## config.mk

```make
export PLATFORM = sky130hd
export DESIGN_NAME = srsdl_queue
export DESIGN_NICKNAME = d
export VERILOG_FILES = /design/src/sv/srsdl_queue.sv
export VERILOG_INCLUDE_DIRS = /design/src /design/src/sv
export SDC_FILE = /design/constraint.sdc
export NUM_CORES = 1
export LEC_CHECK = 0
export BUFFER_PORTS_ARGS = -buffer_cell sky130_fd_sc_hd__buf_4
export CAP_MARGIN = 5
export CORE_MARGIN = 4
export CORE_UTILIZATION = 48
export DETAILED_ROUTE_END_ITERATION = 16
export GPL_TIMING_DRIVEN = 0
export HOLD_SLACK_MARGIN = 0.12
export PLACE_DENSITY = 0.73
export SLEW_MARGIN = 20
export SYNTH_ARGS = -nofsm -noshare
export SYNTH_HDL_FRONTEND = slang
export SYNTH_SLANG_ARGS = --single-unit
```

## constraint.sdc

```tcl
create_clock -name clk -period 7.7 [get_ports clk]
set_clock_uncertainty 0.15 [all_clocks]
set_input_delay 1.925 -clock clk [delete_from_list [all_inputs] [get_ports clk]]
set_output_delay 1.925 -clock clk [all_outputs]
set_load 0.1 [all_outputs]
```

## src/sv/assert_macros.svh

```systemverilog
// assertion macros shared by the rtl files
`ifndef ASSERT_MACROS_SVH
`define ASSERT_MACROS_SVH

// property checked on every clock edge outside reset
`define SRSDL_ASSERT(label, prop, msg) \
  label: assert property (@(posedge clk) disable iff (!rst_n) (prop)) \
    else $error(msg);

// same-cycle implication checked outside reset
`define SRSDL_IMPLY(label, ante, cons, msg) \
  label: assert property (@(posedge clk) disable iff (!rst_n) (ante) |-> (cons)) \
    else $error(msg);

`endif

```

## src/sv/srsdl_queue.sv

```systemverilog
// small fifo between the classify front and the row accumulate back
`default_nettype none

module srsdl_queue #(
  parameter int unsigned WIDTH = 56,
  parameter int unsigned DEPTH = 8
) (
  input  logic                             clk,
  input  logic                             rst_n,
  input  logic                             push,
  input  logic [WIDTH-1:0]                 push_data,
  input  logic                             pop,
  output logic                             pop_valid,
  output logic [WIDTH-1:0]                 pop_data,
  output logic [$clog2(DEPTH + 1)-1:0]     count
);

`include "assert_macros.svh"

  localparam int unsigned AW    = (DEPTH > 1) ? $clog2(DEPTH) : 1;
  localparam int unsigned CNT_W = $clog2(DEPTH + 1);
  localparam logic [AW-1:0] PTR_LAST = AW'(DEPTH - 1);

  logic [WIDTH-1:0] mem_r [DEPTH];
  logic [AW-1:0]    wr_ptr_r, rd_ptr_r;
  logic [CNT_W-1:0] count_r, count_nxt;

  // storage write
  always_ff @(posedge clk) begin
    if (push) begin
      mem_r[wr_ptr_r] <= push_data;
    end
  end

  // occupancy update
  always_comb begin
    unique case ({push, pop})
      2'b10:   count_nxt = count_r + CNT_W'(1);
      2'b01:   count_nxt = count_r - CNT_W'(1);
      default: count_nxt = count_r;
    endcase
  end

  // pointers and count
  always_ff @(posedge clk) begin
    if (!rst_n) begin
      wr_ptr_r <= '0;
      rd_ptr_r <= '0;
      count_r  <= '0;
    end else begin
      if (push) begin
        wr_ptr_r <= (wr_ptr_r == PTR_LAST) ? '0 : wr_ptr_r + AW'(1);
      end
      if (pop) begin
        rd_ptr_r <= (rd_ptr_r == PTR_LAST) ? '0 : rd_ptr_r + AW'(1);
      end
      count_r <= count_nxt;
    end
  end

  assign pop_valid = (count_r != '0);
  assign pop_data  = mem_r[rd_ptr_r];
  assign count     = count_r;

  `SRSDL_IMPLY(a_no_overflow, push && !pop, count_r < CNT_W'(DEPTH), "queue push while full")
  `SRSDL_IMPLY(a_no_underflow, pop, count_r != '0, "queue pop while empty")

endmodule

`default_nettype wire

```

* Word level (Yosys, flattened, before mapping)
Memories as Yosys holds them, arrays and structs flattened. A register that Yosys moved wholly into a read port is not among the register bits. Index checks and enable logic that the tools add are counted.
Word-level totals: register bits after elaboration 10, RAM bits 448, output and inout bits 61, word-level logic and storage cells 21, memories kept 1
Memory list:
- mem_r | words 8, bits a word 56, rd ports 1, clocked after Yosys merged registers in 1, wr ports 1, RTL line srsdl_queue.sv:24 | logic [WIDTH-1:0] mem_r [DEPTH];
Cells by class: add/sub/neg operators 4, eq/ne operators 4, muxes and demuxes 7, reductions and logical operators 2
Operator list (number):
- $mux 3 | 4
- $pmux 4 s2 | 1
- $add 3x1->3 const B | 2
- $eq 3x3->1 const B | 2
- $add 4x1->4 const B | 1
- $reduce_bool 4->1 | 1
- $sub 4x1->4 const B | 1
- $eq 2x1->1 const B | 1
- $eq 2x2->1 const B | 1
- $mux 1 | 2
- $reduce_bool 2->1 | 1

* Depth between registers and ports, before layout
depth in word-level cells 4, gate-level depth with buffers 8, depth with buffers taken out 8

* Worst setup path after synthesis
OpenSTA, ideal clock, no wires.
path kind input port to flip-flop, start point input port push, end point memory mem_r[0][0] (enable), setup time 0.539 ns, data arrival time 5.845 ns, path slack 1.166 ns, cell stages on the path 2, path buffers 0, cells stage by stage nand2b_1 nor3_1
Between the ends: word-level cells in the longest chain between the ends 2
Ends and longest elaborated chain:
- start, declared | RTL line srsdl_queue.sv:10 | input logic push,
- $mux 1 | RTL line srsdl_queue.sv:30 | if (push) begin
- $mux 1 (not written as such) | RTL line srsdl_queue.sv:31 | mem_r[wr_ptr_r] <= push_data;
- end, declared | RTL line srsdl_queue.sv:24
No other way between the ends.

==> results by group <==
Timing
  • Hold violation total from the final report: 0
  • Setup TNS: 0 ns
  • Share of the cycle needed by the critical path after routing: between 60% and 70%
  • Time the worst path needs with I/O delays and setup: 4.96 ns
  • FMAX: 0.202 GHz
  • Unrepaired setup endpoints after global routing: false
  • Final Setup Violations: 0
  • Final hold slack: 0.342 ns
  • Slew at the pin with the worst max-slew slack: around 0.96 ns
  • Final-report max-slew violation count: 0
  • Relative slew margins: 36.3%

Setup path
  • Worst-path cell with the longest stage delay: clkbuf_1
  • Cell-by-cell trace of the critical path: clkbuf_1, clkbuf_1, mux2_2, buf_4
  • Stage delay of the slowest cell on the critical path: 0.71 ns
  • Arrival time at the worst endpoint: ~2.9 ns
  • Startpoint types: flop
  • Element type at the critical path end: primary output
  • CP dominant cell by count: clkbuf_1
  • Cell type group with the largest total delay on the critical path: buffers and inverters
  • Critical path type: flop to primary output
  • Crit path required time: approximately 5.6 ns
  • Maximum fanout along the worst path: 10
  • WP buf/inv: 3

Synth
  • Number of standard cells after synthesis: just over 700
  • Netlist area before placement: approximately 17000 um2
  • Portion of the post-synthesis area used by sequential elements: between 70% and 80%
  • Yosys warning count: 0
  • Total of flip-flops plus latches after synthesis: ~460
  • Mean Syn Cell Area: about 24 um2
  • Synthesized net count: just under 800
  • Number of library cell types mapped by synthesis: 29

Clock tree
  • Max clock buf depth: 3
  • Clock insertion delay at the later pin of the skew report: 0.53 ns
  • Clock slew seen by the registers of the worst setup and hold paths: about 0.06 ns
  • Gates resized, CTS repair: 0
  • CTS tree: built
  • Maximum level of the CTS H-tree: 2
  • Root Buffer Master: clkbuf_16
  • TritonCTS Sinks: approximately 460
  • Number of hold buffers added after CTS: 0
  • Number of setup buffers added after CTS: 0
  • TritonCTS Buffers: 45

Global routing
  • Initial antenna violation count: 1
  • Vias in the first global route: roughly 8.4k
  • All-layer global routing usage: ~17%
  • Total congestion overflow: 0
  • Pin count of the biggest net entering global routing: 22
  • First-pass GRT wire length: between 50000 and 60000 um

Cells and area
  • Fill cell instance count of the final layout: 2574
  • Area taken by flip-flops and latches: between 10000 and 15000 um2
  • Most used cells in the layout excluding fill and tap cells: edfxtp_1 (448), buf_4 (133), mux4_2 (112)
  • Fraction of layout cells with a size suffix above 1: a little over two fifths
  • Syn-to-layout area delta: 19.9%
  • Total number of nets in the final design: 987
  • Diode count: 0
  • Most common library cell in the layout ignoring fill and taps: edfxtp_1
  • Area occupied by multi-input gates: around 3600 um2

Die
  • Floorplan core area: approximately 36000 um2
  • Boundary pin count: around 120
  • Die Span X: between 150 and 200 um
  • Die Area: 39500 um2
  • # rows: between 60 and 70
  • Initial Utilization: around half
  • Die height: just under 200 um

Route
  • Initial DRC Count: ~520
  • DR pass1 iterations: 5
  • Vias post-DR: between 7k and 8k
  • Detailed Route WL: about 34000 um
  • Detail-routed via count per cell: between 5 and 6
  • Post-route ant nets: 0
  • Routed WL per cell: approximately 24 um
  • Count of unresolved DRC violations after routing: 0

Placed design
  • Final Wtd Congestion: just under 0.7
  • Total of buffers placed on input and output ports: 120
  • Post-detail-place hpwl: about 22000 um

Power
  • Static leakage: just under 0.007 uW
  • PD cells: 267 nW/um2
  • Worst supply voltage drop on vdd: between 0.2 and 0.25 mV

Worst hold path
  • Class of the tightest hold or removal check: flop to flop

Run
  • Max Cap Viol: 0

Outcome
  • Outcome: finished clean
==> metal layers <==
metal,wire (um),share of wire [%],vias to the layer above,track usage [%]
met5,13,0.038,-,0
met4,561,1.7,2,3.77
met3,2070,6.1,44,3.25
met2,17600,52,223,29.8
met1,13500,40,4145,23.4
li1,-,-,3474,-
==> worst min-delay path, cell delays in order (launching register included) <==
cell and delay [ns]:
dfxtp_1 0.32, nand2_1 0.06, mux2i_1 0.06
==> per-stage QoR <==
step,total power (uW),utilization [%],cell area (um2),std cells,setup slack (ns)
2_1_floorplan,3420,-,17500,719,1.17
3_3_place_gp,3600,53.0,18900,1300,-2.96
3_5_place_dp,3610,54.8,19600,1334,3.22
4_1_cts,5640,58.6,20900,1415,2.64
5_1_grt,5790,58.6,20900,1415,2.59
6_report,5590,58.6,20900,1415,2.74
==> state kept, by name, summed over array words and instances, names as in the netlist, named ones only <==
signal and flops:
mem_r 448, count 4, rd_ptr_r 3, wr_ptr_r 3
==> synthesized netlist by cell type, drive strengths merged <==
| cell type | count | area share [%] |
|---|---|---|
| mux4 | 112 | 14 |
| and2 | 2 | 0.072 |
| or3 | 1 | 0.036 |
| ha | 7 | 0.50 |
| nand2 | 6 | 0.13 |
| or4 | 1 | 0.043 |
| nor4b | 1 | 0.050 |
| inv | 1 | 0.021 |
| o21a | 1 | 0.043 |
| a21oi | 2 | 0.057 |
| o41ai | 1 | 0.050 |
| nor2 | 7 | 0.15 |
| o21ai | 2 | 0.057 |
| a21boi | 1 | 0.043 |
| mux2 | 57 | 3.7 |
| nor3 | 3 | 0.086 |
| nor2b | 6 | 0.21 |
| a41oi | 1 | 0.050 |
| xnor2 | 1 | 0.050 |
| dfxtp | 13 | 1.5 |
| nor3b | 1 | 0.043 |
| mux2i | 5 | 0.29 |
| edfxtp | 448 | 77 |
| nand2b | 4 | 0.14 |
| buf | 21 | 0.87 |
| clkbuf | 12 | 0.26 |
| xor2 | 2 | 0.10 |
==> cell families after synthesis <==
logic type,Yosys count,share of synthesized area (%)
fa+ha+maj,7,0.502
flops,461,78.5
xor+xnor,3,0.150
simple gates,32,0.967
buf+inv,34,1.15
compound gates,8,0.301
mux,174,18.4
==> layout make-up <==
class,instances,area share [%]
Tap cell,461,2.75
Timing Repair Buffer,154,7.04
Inverter,1,0.0179
Multi-Input combinational cell,224,17.2
Sequential cell,461,65.5
Clock buffer,61,6.01
Clock inverter,20,0.544
Buffer,33,0.938
==> worst paths after layout <==
| path | start | end | slack [ns] | cells after the start |
|---|---|---|---|---|
| setup reg to reg | wr_ptr_r[0]$_SDFFE_PN0P_ | mem_r[0][47]$_DFFE_PP_ | 5.45 | 5 |
| setup / recovery | flop | pop_data[54] | 2.74 | 4 |
| hold / removal | count[3]$_SDFFE_PN0P_ | count[3]$_SDFFE_PN0P_ | 0.34 | 2 |
| hold reg to reg | count[3]$_SDFFE_PN0P_ | count[3]$_SDFFE_PN0P_ | 0.34 | 2 |
==> where the power goes <==
| group | switching, uW | leakage (uW) | internal (uW) |
|---|---|---|---|
| Clock | 862 | 0.000675 | 1170 |
| Sequential | 16.6 | 0.00418 | 2810 |
| Combinational | 504 | 0.00194 | 223 |
| Total | 1380 | 0.00679 | 4200 |
Power figures use the tool's default switching activity.
