<file path="config.mk">
export PLATFORM = sky130hd
export DESIGN_NAME = srsdl_back
export DESIGN_NICKNAME = d
export VERILOG_FILES = /design/src/sv/srsdl_pkg.sv /design/src/sv/srsdl_back.sv
export VERILOG_INCLUDE_DIRS = /design/src /design/src/sv
export SDC_FILE = /design/constraint.sdc
export NUM_CORES = 1
export LEC_CHECK = 0
export BUFFER_PORTS_ARGS = -buffer_cell sky130_fd_sc_hd__buf_2
export CORE_MARGIN = 4
export CORE_UTILIZATION = 54
export CTS_CLUSTER_DIAMETER = 120
export CTS_CLUSTER_SIZE = 14
export DETAILED_ROUTE_END_ITERATION = 8
export PLACE_DENSITY = 0.85
export SLEW_MARGIN = 20
export SYNTH_ARGS = -nofsm -noshare
export SYNTH_HDL_FRONTEND = slang
export SYNTH_SLANG_ARGS = --single-unit
</file>
<file path="constraint.sdc">
create_clock -name clk -period 6.1 [get_ports clk]
set_clock_uncertainty 0.1 [all_clocks]
set_input_delay 1.22 -clock clk [delete_from_list [all_inputs] [get_ports clk]]
set_output_delay 1.22 -clock clk [all_outputs]
set_load 0.02 [all_outputs]
</file>
<file path="src/sv/assert_macros.svh">
// assertion macros shared by the rtl files
`ifndef ASSERT_MACROS_SVH
`define ASSERT_MACROS_SVH

// property checked on every clock edge outside reset
`define SRSDL_ASSERT(label, prop, msg) \
  label: assert property (@(posedge clk) disable iff (!rst_n) (prop)) \
    else $error(msg);

// same-cycle implication checked outside reset
`define SRSDL_IMPLY(label, ante, cons, msg) \
  label: assert property (@(posedge clk) disable iff (!rst_n) (ante) |-> (cons)) \
    else $error(msg);

`endif

</file>
<file path="src/sv/srsdl_pkg.sv">
// shared types and constants for the row strength drop and lump unit
`default_nettype none

package srsdl_pkg;

  localparam int unsigned DATA_W      = 32;
  localparam int unsigned THR_W       = 16;
  localparam int unsigned SUM_W       = 40;
  localparam int unsigned TOTAL_W     = 32;
  localparam int unsigned CFG_IDX_W   = 1;
  localparam int unsigned CFG_DATA_W  = 16;
  localparam int unsigned QUEUE_DEPTH = 8;
  localparam int unsigned QCNT_W      = $clog2(QUEUE_DEPTH + 1);

  // configuration register indexes
  typedef enum logic [CFG_IDX_W-1:0] {
    CFG_DROP_THRESHOLD = 1'b0,
    CFG_LUMP_ENABLE    = 1'b1
  } cfg_reg_t;

  localparam logic [THR_W-1:0] THR_RESET  = 16'd3277;
  localparam logic             LUMP_RESET = 1'b1;

  // classification of one entry, front to back
  typedef struct packed {
    logic drop;
    logic diag;
    logic last;
  } cls_t;

endpackage

`default_nettype wire

</file>
<file path="src/sv/srsdl_back.sv">
// back end: row accumulation, lumping and the output register
`default_nettype none

module srsdl_back
  import srsdl_pkg::*;
#(
  parameter int unsigned INDEX_BITS  = 20,
  parameter int unsigned ROW_LEN_MAX = 64
) (
  input  logic                                      clk,
  input  logic                                      rst_n,
  input  logic                                      lump_enable,
  input  logic                                      q_valid,
  input  cls_t                                      q_cls,
  input  logic [INDEX_BITS-1:0]                     q_col,
  input  logic [DATA_W-1:0]                         q_val,
  output logic                                      pop,
  output logic                                      out_valid,
  input  logic                                      out_stall,
  output logic                                      out_entry_dropped,
  output logic [INDEX_BITS-1:0]                     out_out_col,
  output logic [DATA_W-1:0]                         out_out_value,
  output logic                                      out_row_done,
  output logic                                      out_diag_found,
  output logic [$clog2(ROW_LEN_MAX + 1)-1:0]        out_row_kept_count,
  output logic [((ROW_LEN_MAX > 1) ? $clog2(ROW_LEN_MAX) : 1)-1:0] out_diag_offset,
  output logic [DATA_W-1:0]                         out_diag_lumped_value,
  output logic [TOTAL_W-1:0]                        out_total_kept
);

`include "assert_macros.svh"

  localparam int unsigned KC_W  = $clog2(ROW_LEN_MAX + 1);
  localparam int unsigned POS_W = (ROW_LEN_MAX > 1) ? $clog2(ROW_LEN_MAX) : 1;
  localparam int unsigned EXT_W = SUM_W + 1 - DATA_W;
  localparam logic [KC_W-1:0]   KC_MAX  = KC_W'(ROW_LEN_MAX);
  localparam logic [POS_W-1:0]  POS_MAX = POS_W'(ROW_LEN_MAX - 1);
  localparam logic [SUM_W-1:0]  SUM_MAX = {1'b0, {(SUM_W - 1){1'b1}}};
  localparam logic [SUM_W-1:0]  SUM_MIN = {1'b1, {(SUM_W - 1){1'b0}}};
  localparam logic [DATA_W-1:0] VAL_MAX = {1'b0, {(DATA_W - 1){1'b1}}};
  localparam logic [DATA_W-1:0] VAL_MIN = {1'b1, {(DATA_W - 1){1'b0}}};

  logic adv;

  // open row state
  logic [POS_W-1:0]  pos_r, pos_nxt;
  logic [KC_W-1:0]   kc_r, kc_nxt;
  logic [SUM_W-1:0]  dsum_r, dsum_nxt;
  logic              seen_r, seen_nxt;
  logic [POS_W-1:0]  dpos_r, dpos_nxt;
  logic [DATA_W-1:0] dval_r, dval_nxt;
  logic [SUM_W:0]    dsum_add;

  // entry stage with row snapshot
  logic                  a_valid_r;
  logic                  a_drop_r, a_last_r, a_seen_r;
  logic [INDEX_BITS-1:0] a_col_r;
  logic [DATA_W-1:0]     a_val_r, a_dval_r;
  logic [KC_W-1:0]       a_kc_r;
  logic [POS_W-1:0]      a_dpos_r;
  logic [SUM_W-1:0]      a_dsum_r;

  // summary arithmetic
  logic [SUM_W:0]        lump_sum;
  logic                  lump_fits;
  logic [DATA_W-1:0]     lump_sat, diag_value;
  logic [TOTAL_W:0]      total_add;
  logic [TOTAL_W-1:0]    kept_total_r, kept_total_nxt;

  // output register
  logic                  out_valid_r, out_dropped_r, out_done_r, out_found_r;
  logic [INDEX_BITS-1:0] out_col_r;
  logic [DATA_W-1:0]     out_value_r, out_lumped_r;
  logic [KC_W-1:0]       out_kc_r;
  logic [POS_W-1:0]      out_offset_r;
  logic [TOTAL_W-1:0]    out_total_r;

  assign adv = !out_valid_r || !out_stall;
  assign pop = adv && q_valid;

  // row accumulation for the entry leaving the queue
  assign dsum_add = {dsum_r[SUM_W-1], dsum_r} + {{EXT_W{q_val[DATA_W-1]}}, q_val};

  always_comb begin
    pos_nxt  = pos_r;
    kc_nxt   = kc_r;
    dsum_nxt = dsum_r;
    seen_nxt = seen_r;
    dpos_nxt = dpos_r;
    dval_nxt = dval_r;
    if (q_cls.drop) begin
      if (dsum_add[SUM_W] != dsum_add[SUM_W-1]) begin
        dsum_nxt = dsum_add[SUM_W] ? SUM_MIN : SUM_MAX;
      end else begin
        dsum_nxt = dsum_add[SUM_W-1:0];
      end
    end else begin
      if (kc_r != KC_MAX) begin
        kc_nxt = kc_r + KC_W'(1);
      end
      if (q_cls.diag) begin
        seen_nxt = 1'b1;
        dpos_nxt = pos_r;
        dval_nxt = q_val;
      end
    end
    if (pos_r != POS_MAX) begin
      pos_nxt = pos_r + POS_W'(1);
    end
  end

  // row state registers, cleared after the last entry
  always_ff @(posedge clk) begin
    if (!rst_n) begin
      pos_r  <= '0;
      kc_r   <= '0;
      dsum_r <= '0;
      seen_r <= 1'b0;
      dpos_r <= '0;
      dval_r <= '0;
    end else if (pop) begin
      if (q_cls.last) begin
        pos_r  <= '0;
        kc_r   <= '0;
        dsum_r <= '0;
        seen_r <= 1'b0;
        dpos_r <= '0;
        dval_r <= '0;
      end else begin
        pos_r  <= pos_nxt;
        kc_r   <= kc_nxt;
        dsum_r <= dsum_nxt;
        seen_r <= seen_nxt;
        dpos_r <= dpos_nxt;
        dval_r <= dval_nxt;
      end
    end
  end

  // entry stage
  always_ff @(posedge clk) begin
    if (!rst_n) begin
      a_valid_r <= 1'b0;
    end else if (adv) begin
      a_valid_r <= q_valid;
    end
  end

  always_ff @(posedge clk) begin
    if (pop) begin
      a_drop_r <= q_cls.drop;
      a_last_r <= q_cls.last;
      a_col_r  <= q_cls.drop ? {INDEX_BITS{1'b1}} : q_col;
      a_val_r  <= q_cls.drop ? '0 : q_val;
      a_seen_r <= seen_nxt;
      a_kc_r   <= kc_nxt;
      a_dpos_r <= dpos_nxt;
      a_dval_r <= dval_nxt;
      a_dsum_r <= dsum_nxt;
    end
  end

  // diagonal plus dropped sum, saturated to the value range
  assign lump_sum  = {{EXT_W{a_dval_r[DATA_W-1]}}, a_dval_r} + {a_dsum_r[SUM_W-1], a_dsum_r};
  assign lump_fits = (lump_sum[SUM_W:DATA_W-1] == '0) || (lump_sum[SUM_W:DATA_W-1] == '1);
  assign lump_sat  = lump_fits ? lump_sum[DATA_W-1:0] : (lump_sum[SUM_W] ? VAL_MIN : VAL_MAX);

  always_comb begin
    priority if (!a_seen_r) begin
      diag_value = '0;
    end else if (lump_enable) begin
      diag_value = lump_sat;
    end else begin
      diag_value = a_dval_r;
    end
  end

  // running kept total over rows with a diagonal, saturating
  assign total_add      = {1'b0, kept_total_r} + (TOTAL_W + 1)'(a_kc_r);
  assign kept_total_nxt = (a_last_r && a_seen_r)
                        ? (total_add[TOTAL_W] ? '1 : total_add[TOTAL_W-1:0])
                        : kept_total_r;

  always_ff @(posedge clk) begin
    if (!rst_n) begin
      out_valid_r  <= 1'b0;
      kept_total_r <= '0;
    end else if (adv) begin
      out_valid_r <= a_valid_r;
      if (a_valid_r) begin
        kept_total_r <= kept_total_nxt;
      end
    end
  end

  // output payload
  always_ff @(posedge clk) begin
    if (adv && a_valid_r) begin
      out_dropped_r <= a_drop_r;
      out_col_r     <= a_col_r;
      out_value_r   <= a_val_r;
      out_done_r    <= a_last_r;
      out_found_r   <= a_last_r && a_seen_r;
      out_kc_r      <= a_last_r ? a_kc_r : '0;
      out_offset_r  <= (a_last_r && a_seen_r) ? a_dpos_r : '0;
      out_lumped_r  <= a_last_r ? diag_value : '0;
      out_total_r   <= kept_total_nxt;
    end
  end

  assign out_valid             = out_valid_r;
  assign out_entry_dropped     = out_dropped_r;
  assign out_out_col           = out_col_r;
  assign out_out_value         = out_value_r;
  assign out_row_done          = out_done_r;
  assign out_diag_found        = out_found_r;
  assign out_row_kept_count    = out_kc_r;
  assign out_diag_offset       = out_offset_r;
  assign out_diag_lumped_value = out_lumped_r;
  assign out_total_kept        = out_total_r;

  `SRSDL_ASSERT(a_row_clear, (pop && q_cls.last) |=> (kc_r == '0 && !seen_r && dsum_r == '0), "row state not cleared after last entry")
  `SRSDL_IMPLY(a_drop_zero, out_valid_r && out_dropped_r, out_value_r == '0 && out_col_r == '1, "dropped entry carries data")
  `SRSDL_IMPLY(a_summary_idle, out_valid_r && !out_done_r, !out_found_r && out_kc_r == '0 && out_lumped_r == '0, "summary fields set outside row end")

endmodule

`default_nettype wire

</file>
[After elaboration in Yosys (flattened, before gate mapping)]
Cells that the tools add are included.
Word-level totals
  memories: 0
  register bits after elaboration: 398
  memory bits (writable): 0
  latch bits: 0
  bits in read-only memories: 0
  input port bits: 60
  output and inout bits: 134
  word-level logic and storage cells: 71
Operators by class
  divide/modulo/power cells: 0
  multiplexer cells: 23
  eq/ne operators: 4
  $add $sub $neg: 5
  shifts and indexed selects: 0
  $lt $le $gt $ge: 0
  $mul: 0
  bitwise logic cells: 0
  reductions and logical operators: 12
Operators by type and width (count)
  32-bit 2-to-1 mux: 8
  40-bit 2-to-1 mux: 4
  32-bit by 40-bit adder with 41-bit output: 1
  40-bit by 32-bit adder with 41-bit output: 1
  32-bit by 7-bit adder with 33-bit output: 1
  6-bit 2-to-1 mux: 5
  7-bit 2-to-1 mux: 3
  10-bit equality test, second input constant: 1
  10-bit zero test: 1
  7-bit by 1-bit adder with 7-bit output, second input constant: 1
  7-bit inequality test, second input constant: 1
  6-bit by 1-bit adder with 6-bit output, second input constant: 1
  6-bit inequality test, second input constant: 1
  2-bit AND reduction: 3
  1-bit logical AND: 3
  1-bit 2-to-1 mux: 3
  1-bit zero test: 2
  1-bit logical OR: 2
  2-bit nonzero test: 1
  1-bit inequality test: 1

[Longest topological paths before layout]
  depth in word-level cells: 5
  mapped depth: 16
  gate-level depth less buffers: 14

[Worst setup path after synthesis]
OpenSTA, ideal clock, no wires.
  path kind: input to register
  start point: input port out_stall
  end point: register kept_total_r[9]
  path buffers: 2
  stages: 7
  path slack: -344 ps
  library setup time: 103 ps
  arrival time: 6242 ps
  data required time: 5897 ps
  cells stage by stage: nand2_1 -> nand2_1 -> inv_1 -> clkbuf_1 -> clkbuf_1 -> o21ai_0 -> a221oi_1
On the way
  cells in the longest elaborated chain, start to end: 3
RTL lines
  from (decl): line srsdl_back.sv:19  | input logic out_stall,
  1-bit zero test: line srsdl_back.sv:78  | assign adv = !out_valid_r || !out_stall;
  1-bit logical OR: line srsdl_back.sv:78
  2-bit AND reduction (no line)
  to (signal assigned): line srsdl_back.sv:191  | kept_total_r <= kept_total_nxt;
  to (decl): line srsdl_back.sv:68  | logic [TOTAL_W-1:0] kept_total_r, kept_total_nxt;
No other way between the ends.
A chain may end at the register's enable or synchronous reset.

[Final worst setup path]
  start point: input port q_val[1]
  end point: register a_dsum_r[0] (data pin)
On the way
  cells in the longest elaborated chain, start to end: 4
  elaborated cells on any way between the ends: 5
  classes of those cells: 1 x add/sub; 1 x eq/ne; 3 x mux
RTL lines
  from (decl): line srsdl_back.sv:16  | input logic [DATA_W-1:0] q_val,
  40-bit by 32-bit adder with 41-bit output (*): line srsdl_back.sv:82  | assign dsum_add = {dsum_r[SUM_W-1], dsum_r} + {{EXT_W{q_val[DATA_W-1]}}, q_val};
  40-bit 2-to-1 mux or 1-bit inequality test (tied branches): line srsdl_back.sv:93, srsdl_back.sv:92
  40-bit 2-to-1 mux (*): line srsdl_back.sv:92  | if (dsum_add[SUM_W] != dsum_add[SUM_W-1]) begin
  40-bit 2-to-1 mux (*): line srsdl_back.sv:91  | if (q_cls.drop) begin
  named net dsum_nxt[0]: line srsdl_back.sv:48  | logic [SUM_W-1:0] dsum_r, dsum_nxt;
  to (signal assigned): line srsdl_back.sv:159  | a_dsum_r <= dsum_nxt;
  to (decl): line srsdl_back.sv:61  | logic [SUM_W-1:0] a_dsum_r;
Mark *: on every way through the listed nets, which the timed path passes. The rest lies on a longest branch.

==> reports/metrics.yaml <==
run_status: "complete, no violations"
clockBufferDepth: 3
layout_commonest_cell: "edfxtp_1"
gp_congestion: 0.9374
path_buf_inv: 1
fmax_mhz: 214.9
hold_class: "reg2reg"
crit_path_end_kind: "flop"
rsz0062_at_grt: "false"
worst_path_most_repeated_cell: "a21oi_1"
cpPeakStageDelay_ns: 0.73
fin_area_um2: 22810
num_vias: 15600
avgSynthCellArea_um2: 10.59
synth_seq_cells: 398
grt_pass1_wl_um: 80710
antenna_left: 0
final_cell_mix: "edfxtp_1, buf_2, a21oi_1"
yosysWarnings: 0
fin_crit_ns: 4.654
clkPwrFrac: 0.324
core_area_um2: 37580
syn-num-nets: 2094
drc_errors: 0
critPathKind: "in2reg"
dp_hpwl_um: 36540
wl_per_cell_um: 19.69
fin_nets: 2228
setup_viol: 0
cp-start-kind: "input pin"
post-cts-setup-buffers: 0
antenna_found_initial: 2
cts_tree: "done"
async_flop_share: 0
tns_ns: 0
cts_hold_buf: 0
synthToLayoutAreaGrowth_pct: 10.98
grt_max_degree: 125
internal_power_mw: 4.488
utilization: 0.6071
drive_gt1_frac: 0.1700
htreeDepth: 2
die_y_um: 203.1
max_slew_margin: 0.3758
swShare: 0.2798
drt_iter0_drc: 1311
crit_required_ns: 6.26
dr.pass1.iters: 6
ir_worst_vdd_uv: 159.8
cp_max_fo: 37
root_buffer: "clkbuf_16"
rows: 71
initial_core_util: 0.5470
via_per_inst: 5.971
clkLatencyLatePin_ns: 0.55
drt-total-wl_um: 51420
grt-ovfl-total: 0
ys_top_cells_by_area: "edfxtp_1, dfxtp_1, ha_1"
die_width_um: 203.1
r2r_slack_ns: 1.72
io_buffers: 193
ios: 194
cts_resized: 0
yosysSeqAreaShare: 0.5201
netlist.area_leader.share: 0.3974
clock-sinks: 398
crit_path_cell_trace: "buf_2 -> ha_1 -> a21oi_1 -> nand4b_1 -> a2111oi_0 -> and4b_1 -> nor2_1 -> a211oi_1 -> o31ai_1 -> mux2_2 -> a21oi_1 -> a21oi_1"
hold_viol_final: 0
nFillCells: 3000
cp_slowest_cell: "mux2_2"
p_leak_nw: 8.948
synth_ff_type: "edfxtp_1"
period_share: 0.7630
clk_pin_slew_ns: 0.07
placed_area_um2: 21830
synth_enable_flop_cells: 272
syn_area_um2: 20550
dieArea_um2: 41250
comb_power_share: 0.175
tightest_slew_ns: 0.9277
power.share.sequential: 0.500
max-cap-violations: 0
critPathArrivalTime_ns: 4.82
grtUsageTotal: 0.2422
synth_cells: 1941
synth_area_leader_cell: "edfxtp_1"
power_switching_mw: 1.743
cts_made_buffers: 34
grt_pass1_vias: 14880
maxSlewViolCount: 0
power_density_nw_per_um2: 273.1
whs_ns: 0.3097
cp_top_family: "compound AO/OA/AOI/OAI gates"
synth.distinct_cells: 77
[kinds of logic after synthesis]
family | after synthesis | synth area share
AOI/OAI and AO/OA | 581 | 0.1876
and+or+nand+nor | 541 | 0.1256
DFF | 398 | 0.5201
buffers and inverters | 167 | 0.03427
xor gates and xnor gates | 102 | 0.04346
adders and majority gates | 96 | 0.05917
muxes | 56 | 0.02983
[cell usage after synthesis, types with 6 or more instances]
cell	number
o221a_1	29
o21a_1	16
nor2_1	151
buf_1	11
o21bai_1	11
nor4_1	9
nor2b_1	47
inv_1	55
nand4_1	21
o21ai_1	40
a211o_1	12
and3_1	25
a21oi_2	28
ha_1	90
and2_1	17
nand2_1	156
o211ai_1	14
o21ai_0	94
nand2b_1	11
a22oi_1	45
a311oi_1	11
a31oi_1	17
xor2_1	35
edfxtp_1	272
nand3_1	43
a221oi_1	6
mux2i_1	14
nor3_1	17
or2_2	23
buf_2	11
xnor2_1	67
mux2_2	42
a21oi_1	161
a211oi_1	11
clkbuf_1	82
dfxtp_1	126
a21o_1	46
[state kept, by name (all words and copies together), names as in the netlist, 7 cells and up]
name                   flops
a_kc_r                     7
a_val_r                   32
kc_r                       7
dsum_r                    40
a_dsum_r                  40
dval_r                    32
out_row_kept_count         7
out_total_kept            32
out_out_col               20
a_col_r                   20
kept_total_r              32
out_out_value             32
out_diag_lumped_value     32
a_dval_r                  32
[power groups by stage]
stage | Clock, mW | Sequential, mW | Combinational (mW)
3_5_place_dp | 0 | 3.17 | 1.07
2_1_floorplan | 0 | 3.19 | 0.750
6_report | 2.02 | 3.12 | 1.09
3_3_place_gp | 0 | 3.17 | 1.05
5_1_grt | 2.17 | 3.13 | 1.20
4_1_cts | 2.07 | 3.12 | 1.08
[layer usage]
metal / track usage / part of all wire / up-vias
met1: 0.3548 / 0.46 / 7506
met2: 0.3722 / 0.44 / 587
met4: 0.06914 / 0.024 / 0
met3: 0.04536 / 0.076 / 66
li1: - / - / 7438
met5: 0 / 0 / -
[through the flow]
step	power (mW)	std cells	setup WS (ns)
detailed placement	4.246	2550	0.9987
global route	6.492	2612	1.100
CTS	6.260	2611	1.519
finish	6.231	2612	1.446
floorplan	3.943	1941	1.679
global placement	4.219	2550	1.046
[path summary, 6_finish.rpt]
kind	from	end	cells past startpoint
min	a_val_r[9]$_SDFFCE_PP0P_	out_out_value[9]$_DFFE_PP_	0
min reg2reg	a_val_r[9]$_SDFFCE_PP0P_	out_out_value[9]$_DFFE_PP_	0
max	q_val[1]	a_dsum_r[0]$_DFFE_PP_	12
max reg2reg	a_dval_r[0]$_DFFE_PP_	out_diag_lumped_value[12]$_SDFFCE_PN0P_	13
[layout make-up]
cell class                 count  area [um^2]  share of cell area
clock inverter                 4        42.54            0.001865
timing repair buffer         208         1094             0.04794
multi-input combinational   1376         9183              0.4025
tap                          511        639.4             0.02803
clock buffer                  57        937.1             0.04108
antenna                        1        2.502           0.0001097
inverter                      57        224.0            0.009818
sequential                   398        10690              0.4686
(Power assumes the default switching activity.)
